File: config.mk
export PLATFORM = sky130hd
export DESIGN_NAME = ccu_mul
export DESIGN_NICKNAME = d
export VERILOG_FILES = /design/src/rtl/ccu_mul.sv
export SDC_FILE = /design/constraint.sdc
export NUM_CORES = 1
export LEC_CHECK = 0
export BUFFER_PORTS_ARGS = -buffer_cell sky130_fd_sc_hd__buf_2
export CORE_MARGIN = 4
export CORE_UTILIZATION = 41
export DETAILED_ROUTE_END_ITERATION = 6
export SYNTH_ARGS = -nofsm -noshare
export SYNTH_HDL_FRONTEND = slang
export SYNTH_SLANG_ARGS = --single-unit
File: constraint.sdc
create_clock -name clk -period 40.2 [get_ports clk]
set_clock_uncertainty 0.2 [all_clocks]
set_input_delay 8.04 -clock clk [delete_from_list [all_inputs] [get_ports clk]]
set_output_delay 8.04 -clock clk [all_outputs]
set_load 0.005 [all_outputs]
File: src/rtl/ccu_mul.sv
// Sequential signed shift-add multiplier, one operand bit per cycle.
`default_nettype none
module ccu_mul #(
  parameter int PW = 64
) (
  input  wire logic                clk,
  input  wire logic                rst,
  input  wire logic                start,
  input  wire logic signed [PW-1:0] a,
  input  wire logic signed [PW-1:0] b,
  output logic                     done,
  output logic [2*PW-1:0]          p
);
  localparam int CNTW = (PW > 1) ? $clog2(PW) : 1;

  logic              busy;
  logic              fin;
  logic              neg;
  logic [2*PW-1:0]   ma;
  logic [PW-1:0]     mb;
  logic [2*PW-1:0]   acc;
  logic [CNTW-1:0]   cnt;

  always_ff @(posedge clk) begin
    if (rst) begin
      busy <= 1'b0;
      fin  <= 1'b0;
      done <= 1'b0;
      cnt  <= '0;
    end else begin
      done <= fin;
      fin  <= busy && !start && (cnt == CNTW'(PW - 1));
      if (start) begin
        ma   <= {{PW{1'b0}}, (a[PW-1] ? PW'(-a) : PW'(a))};
        mb   <= b[PW-1] ? PW'(-b) : PW'(b);
        neg  <= a[PW-1] ^ b[PW-1];
        acc  <= '0;
        cnt  <= '0;
        busy <= 1'b1;
      end else if (busy) begin
        if (mb[0]) begin
          acc <= acc + ma;
        end
        ma  <= ma << 1;
        mb  <= mb >> 1;
        cnt <= cnt + 1'b1;
        if (cnt == CNTW'(PW - 1)) begin
          busy <= 1'b0;
        end
      end
      if (fin) begin
        p <= neg ? (2*PW)'(0) - acc : acc;
      end
    end
  end

  assert property (@(posedge clk) disable iff (rst) start |-> !busy && !fin)
    else $error("multiplier restarted while busy");
  assert property (@(posedge clk) disable iff (rst) fin |=> done)
    else $error("multiplier result not delivered");
  assert property (@(posedge clk) disable iff (rst) done |-> !busy)
    else $error("multiplier done while busy");
endmodule
`default_nettype wire

==> parameters.txt, run 1 <==
Parameter                              Value

Route
  Total wire length    94200 um
  Post-route antenna net violation count    0
  Detailed-route via count    25.8k
  1st-pass router iterations    5
  Average vias per placed instance    5.80
  DRC viols    0
  Violation count after the first detailed-route iteration    2354
  DR WL/cell    21.2 um

Floorplan
  Starting utilization of the core area    0.415
  Width of the chip    283 um
  Die area    79900 um2
  Height of the chip    283 um
  Core ar.    74600 um2
  I/O pin total    260
  Num rows    100

STA
  Max-slew violation count    0
  Final setup violation count    0
  Slew at the pin closest to its max-slew limit    1200 ps
  Share of the clock period used by the worst path    0.276
  Post-Route Setup TNS    0 ps
  Final Hold Violating Endpoints    0
  Highest clock frequency the design can meet    90.2 MHz
  Unrepaired setup endpoints after global routing    no
  Max_slew headroom    0.203
  Clock period minus final worst setup slack    11090 ps
  PnR worst setup slack    29110 ps

Logic synthesis
  Top cells by instance count after synthesis    edfxtp_1 (449), nor2_1 (357), a21oi_1 (315)
  Post-Syn Instances    3244
  Post-synth top area cell    edfxtp_1
  Average footprint of a synthesized cell    9.54 um2
  Number of library cell types mapped by synthesis    79
  Post-synthesis sequential area ratio    0.442
  Top cells by area in the synthesized netlist    edfxtp_1 (44%), xnor2_1 (6.0%), ha_1 (5.3%), a21oi_1 (5.1%), nor2_1 (4.3%)
  Share of synthesized registers carrying an async set or reset    0
  Yosys warns    0
  Cell area after synthesis    30900 um2
  Synth Flop Type    edfxtp_1
  Top cell type's share of synthesized area    0.436
  Number of nets in the synthesized netlist    3507
  Number of synthesized flops with an enable pin    449
  Count leader, synth    edfxtp_1
  Total of flip-flops plus latches after synthesis    458

Clock tree
  Bufs on Longest Clock Path    3
  Hold bufs inserted after CTS    0
  Clk_lat worst skew    620 ps
  H-tree depth    2
  Quantity of gates resized following cts    0
  TritonCTS Sinks    458
  Root buffer cell    clkbuf_16
  Number of buffers added by the clock tree synthesis step    54
  Clock tree from TritonCTS    built
  # Post-CTS Setup Buffers    0
  Register clock-pin slew on the reported worst setup and hold paths    60 ps

Critical path
  Required time worst endpoint    40320 ps
  Critical path peak fanout    5
  Worst setup EP type    flip-flop
  Kind of start point of the critical path    input pin
  Critical path data arrival time    11210 ps
  Setup CP Type    in2reg

Placement
  HPWL Detailed    72700 um
  Worst setup slack before clock tree synthesis    28590 ps
  Final estimated routing congestion in global placement    0.952
  Total of buffers placed on input and output ports    259
  Instance count after placement with tap cells included    4347

Pwr
  Pwr per Cell Area    40.4 nW/um2
  Worst vdd ir    30.8 uV
  Leakage power    12.3 nW
  Final total power    0.00141 W

Global routing
  Total grt overflow    0
  Wire length of the first global-routing pass    145000 um
  Antenna violations before repair    0
  Total track usage    0.231
  Vias in the first global route    24.7k
  Maximum number of pins on one net before global-route repair    108

Final layout
  Number of inserted filler cells in the final layout    7300
  Utilization after layout    0.467
  Fraction of final layout cells with drive strength greater than 1    0.136
  Relative area change from synthesis to final layout    12.5%
  Net count reported at finish    3697
  Non-filler cells in the finished layout    4447
  Area occupied by registers    13700 um2
  Area of the multi-input gates    16500 um2

Outcome
  Run status    finished clean

Job
  Max-cap viol count    0

Min path
  Path type of the worst min-delay path    reg2reg
[report_power, final]
| group | switching [W] | internal [W] |
|---|---|---|
| sequential | 0.0000270 | 0.000567 |
| combinational | 0.000206 | 0.000121 |
| clock | 0.000211 | 0.000277 |
| total | 0.000443 | 0.000965 |
[final timing paths]
path	start	end	slack (ps)	cells past startpoint
hold reg to reg	fin$_SDFF_PP0_	done$_SDFF_PP0_	280	1
setup reg to reg	acc[50]$_SDFFCE_PP0P_	acc[119]$_SDFFCE_PP0P_	35080	11
hold / removal	fin$_SDFF_PP0_	done$_SDFF_PP0_	280	1
setup / recovery	a[4]	ma[51]$_DFFE_PP_	29110	9
[stage by stage]
| step | area, um2 | hold WS (ps) |
|---|---|---|
| floorplan | 30900 | 230 |
| global placement | 33100 | 278 |
| detailed placement | 33100 | 282 |
| CTS | 34800 | 296 |
| global route | 34800 | 305 |
| finish | 34800 | 285 |
[final cells by class]
type / instances / share of cell area
Timing Repair Buffer: 281 / 0.0423
Inverter: 50 / 0.00539
Antenna cell: 1 / 0.0000719
Tap cell: 969 / 0.0348
Multi-Input combinational cell: 2589 / 0.475
Clock inverter: 40 / 0.00992
Sequential cell: 458 / 0.392
Clock buffer: 59 / 0.0400
[routing by layer]
metal  wire [um]  GRT usage
met1       43200      0.332
met2       42000      0.363
met3        6490     0.0385
met4        2460     0.0597
met5           0          0
[placed cells by master (no fill, tap or decap), types with 40 or more instances in the layout]
master and n:
xnor2_1 211, nor2b_1 81, nor4_1 40, nor3_1 82, or3_1 46, nand3_1 54, buf_2 258, a21oi_1 315
clkbuf_16 55, nand2_1 285, inv_1 50, edfxtp_1 449, o31ai_1 65, o21ai_0 215, mux2_2 44, a21o_1 56
nand4_1 79, xor2_1 152, ha_1 131, nor2_1 356, o41ai_1 45
[kinds of logic (layout without fill, tap and decap cells)]
family / after synthesis / after routing / share of synthesized area
other cells: 0 / 1 / 0
simple gates: 1181 / 1181 / 0.188
buf+inv: 197 / 430 / 0.0246
fa+ha+maj: 132 / 132 / 0.0536
flops: 458 / 458 / 0.442
xor+xnor: 363 / 363 / 0.103
mux: 49 / 49 / 0.0176
compound gates: 864 / 864 / 0.172
[sequential cells by signal, indices dropped and copies added, names as in the netlist]
| name | flops |
|---|---|
| done | 1 |
| acc | 128 |
| ma | 128 |
| cnt | 6 |
| neg | 1 |
| mb | 64 |
| busy | 1 |
| p | 128 |
| fin | 1 |
[critical path: stages]
cell	delay, ps
buf_2	130
or4_1	580
nor3_1	630
nand4_1	400
or3_1	470
or2_2	370
o41ai_1	330
xor2_1	180
a21oi_1	80
Note: power is estimated with default switching activity, not from simulation.
==> run 2: changes to the inputs <==
- clock period: 40.2 -> 9.55 ns (I/O delays scaled with it)
==> run 2 against run 1 <==
- non-clock buffer count decreased by 4
- critical endpoint is now acc[127]$_SDFFCE_PP0P_
- critical path depth increased by 2
- wire length increased by 0.15%
- power increased to 4.2 times the previous value
- critical path type is now reg2reg
- first-iteration DRC count decreased by 15%
- combinational power increased to 4.2 times the previous value
- register-to-register slack got worse by 31000 ps
- design area decreased by 0.31%
- hold slack got worse by 4.7 ps
- die area unchanged
- count of clock-buffer cells in the layout increased by 3
==> parameters.txt, run 2 (same netlist as run 1, synthesis figures left out) <==
Parameter                              Value

Global routing
  Total grt overflow    0 (unchanged)
  Wire length of the first global-routing pass    143000 um (-1.3%)
  Antenna violations before repair    1 (+1)
  Total track usage    0.229 (-0.00118)
  Vias in the first global route    24.5k (-0.97%)
  Maximum number of pins on one net before global-route repair    192 (+78%)

Clock tree
  Quantity of gates resized following cts    0 (unchanged)
  Bufs on Longest Clock Path    3 (unchanged)
  Clk_lat worst skew    610 ps (about the same)
  H-tree depth    2 (unchanged)
  Number of buffers added by the clock tree synthesis step    52 (-3.7%)
  Root buffer cell    clkbuf_16
  Hold bufs inserted after CTS    0 (unchanged)
  TritonCTS Sinks    458 (unchanged)
  # Post-CTS Setup Buffers    0 (unchanged)
  Register clock-pin slew on the reported worst setup and hold paths    70 ps (about the same)
  Clock tree from TritonCTS    built

Critical path
  Critical path peak fanout    7 (+2)
  Required time worst endpoint    9710 ps (-30610 ps)
  Longest individual stage delay on the worst path    1000 ps (+370 ps)
  Number of cells traversed by the worst register-to-register path    11 (unchanged)
  WP buf/inv    0 (-1)
  Critical-path cell list    ha_1 -> nand2_1 -> or3_1 -> nor4_1 -> nand4_1 -> o21bai_1 -> a31oi_1 -> o21ai_0 -> a2111oi_0 -> nor3_1 -> nand3b_1
  Reg2Reg Launch Point    acc[50]$_SDFFCE_PP0P_
  Worst flop-to-flop path endpoint    acc[127]$_SDFFCE_PP0P_
  Cell type of the slowest stage on the worst timing path    nor4_1
  Kind of start point of the critical path    flip-flop
  Path length in cells of the critical path    11 (+2)
  Critical path data arrival time    5260 ps (-5950 ps)
  Worst setup slack for register-to-register paths    4450 ps (-30630 ps)
  Cell family contributing the most delay on the critical path    simple AND/OR/NAND/NOR gates
  Setup CP Type    reg2reg
  Worst setup EP type    flip-flop

Pwr
  Worst vdd ir    127 uV (+310%)
  Leakage power    12.2 nW (-0.46%)
  Pwr per Cell Area    169 nW/um2 (+320%)

Route
  Detailed-route via count    25.8k (+0.097%)
  Post-route antenna net violation count    0 (unchanged)
  Average vias per placed instance    5.82 (+0.37%)
  DR WL/cell    21.3 um (+0.42%)
  Total wire length    94300 um (+0.15%)
  DRC viols    0 (unchanged)
  Violation count after the first detailed-route iteration    2003 (-15%)
  1st-pass router iterations    5 (unchanged)

Final layout
  Leading cell type in the layout, fill and taps excluded    edfxtp_1
  Fraction of final layout cells with drive strength greater than 1    0.130 (-0.00649)
  Commonest cells after routing, fill and taps aside    edfxtp_1 (449), nor2_1 (356), a21oi_1 (315)
  Number of inserted filler cells in the final layout    7238 (-0.85%)
  Area of the multi-input gates    16500 um2 (unchanged)
  Net count reported at finish    3691 (-0.16%)
  Leading registers by flop count    acc x128, ma x128, p x128
  Non-filler cells in the finished layout    4435 (-0.27%)
  Area occupied by registers    13700 um2 (unchanged)
  # diodes    0 (-1)
  Relative area change from synthesis to final layout    12.2%

Placement
  Total of buffers placed on input and output ports    259 (unchanged)
  Final estimated routing congestion in global placement    0.972 (+2.0%)
  Instance count after placement with tap cells included    4343 (-0.092%)
  HPWL Detailed    72800 um (+0.14%)

STA
  Post-Route Setup TNS    0 ps (unchanged)
  Final setup violation count    0 (unchanged)
  Highest clock frequency the design can meet    196 MHz
  Share of the clock period used by the worst path    0.534
  Slew at the pin closest to its max-slew limit    1300 ps (+105 ps)
  Clock period minus final worst setup slack    5100 ps
  Max-slew violation count    0 (unchanged)
  Max_slew headroom    0.125 (-0.0779)
  Unrepaired setup endpoints after global routing    no
  Final Hold Violating Endpoints    0 (unchanged)

Floorplan
  Width of the chip    283 um (unchanged)
  Height of the chip    283 um (unchanged)
  Starting utilization of the core area    0.415 (unchanged)
  Die area    79900 um2 (unchanged)
  Core ar.    74600 um2 (unchanged)
  I/O pin total    260 (unchanged)
  Num rows    100 (unchanged)

Min path
  Min-delay src    fin$_SDFF_PP0_
  Path type of the worst min-delay path    reg2reg
  Hold depth    1 (unchanged)
  Worst-case hold path end point    done$_SDFF_PP0_

Outcome
  Run status    finished clean

Job
  Max-cap viol count    0 (unchanged)
run 2: cell count changes in the layout (fill, tap and decap cells not counted), moves of 2 or more:
cell | before | now
clkinv_2 | 12 | 5
clkbuf_16 | 55 | 53
inv_6 | 8 | 2
buf_4 | 22 | 16
clkinvlp_4 | 8 | 2
clkinv_1 | 7 | 15
buf_12 | 0 | 2
clkbuf_1 | 4 | 9
run 2: routing by layer:
layer  track usage  wire length, um  vias up
met5             0                0        -
met4        0.0597             2420        0
met3        0.0415             6750      132
met2         0.361            41800      856
met1         0.328            43300    12400
li1              -                -    12400
run 2: worst reg2reg max path, stage by stage (launching register included):
cell	delay [ps]
edfxtp_1	490
ha_1	470
nand2_1	170
or3_1	430
nor4_1	1000
nand4_1	150
o21bai_1	260
a31oi_1	290
o21ai_0	200
a2111oi_0	900
nor3_1	130
nand3b_1	190
run 2: how the worst max path moves through the flow:
| stage | from | endpoint | slack, ps |
|---|---|---|---|
| 2_1_floorplan | start | acc[0]$_SDFFCE_PP0P_ | 490 |
| 3_3_place_gp | start | acc[45]$_SDFFCE_PP0P_ | 3980 |
| 3_5_place_dp | start | acc[45]$_SDFFCE_PP0P_ | 3940 |
| 4_1_cts | acc[4]$_SDFFCE_PP0P_ | p[116]$_DFFE_PP_ | 4520 |
| 5_1_grt | acc[34]$_SDFFCE_PP0P_ | p[125]$_DFFE_PP_ | 4220 |
| 6_report | acc[50]$_SDFFCE_PP0P_ | acc[127]$_SDFFCE_PP0P_ | 4450 |
run 2: layout make-up:
class                   instances  area share
clock inverters                30     0.00793
inverters                      50     0.00541
multi-input cells            2589       0.477
clock buffers                  62      0.0392
well taps                     969      0.0349
repair buffers                277      0.0423
flip-flops and latches        458       0.394
run 2: power by group:
part / internal [W] / switching (W) / leakage (nW)
Combinational: 0.000508 / 0.000866 / 7.14
Sequential: 0.00239 / 0.000112 / 4.30
Clock: 0.00114 / 0.000839 / 0.793
run 2: through the flow:
step | hold WS, ps | utilization | instance area (um2) | setup slack (ps) | total power, W
after detailed placement | 278 | 0.443 | 33100 | 3940 | 0.00389
after global placement | 275 | 0.443 | 33100 | 3980 | 0.00389
after global routing | 315 | 0.465 | 34700 | 4220 | 0.00614
final | 280 | 0.465 | 34700 | 4450 | 0.00586
after floorplan | 230 | - | 30900 | 487 | 0.00347
after CTS | 292 | 0.465 | 34700 | 4520 | 0.00589
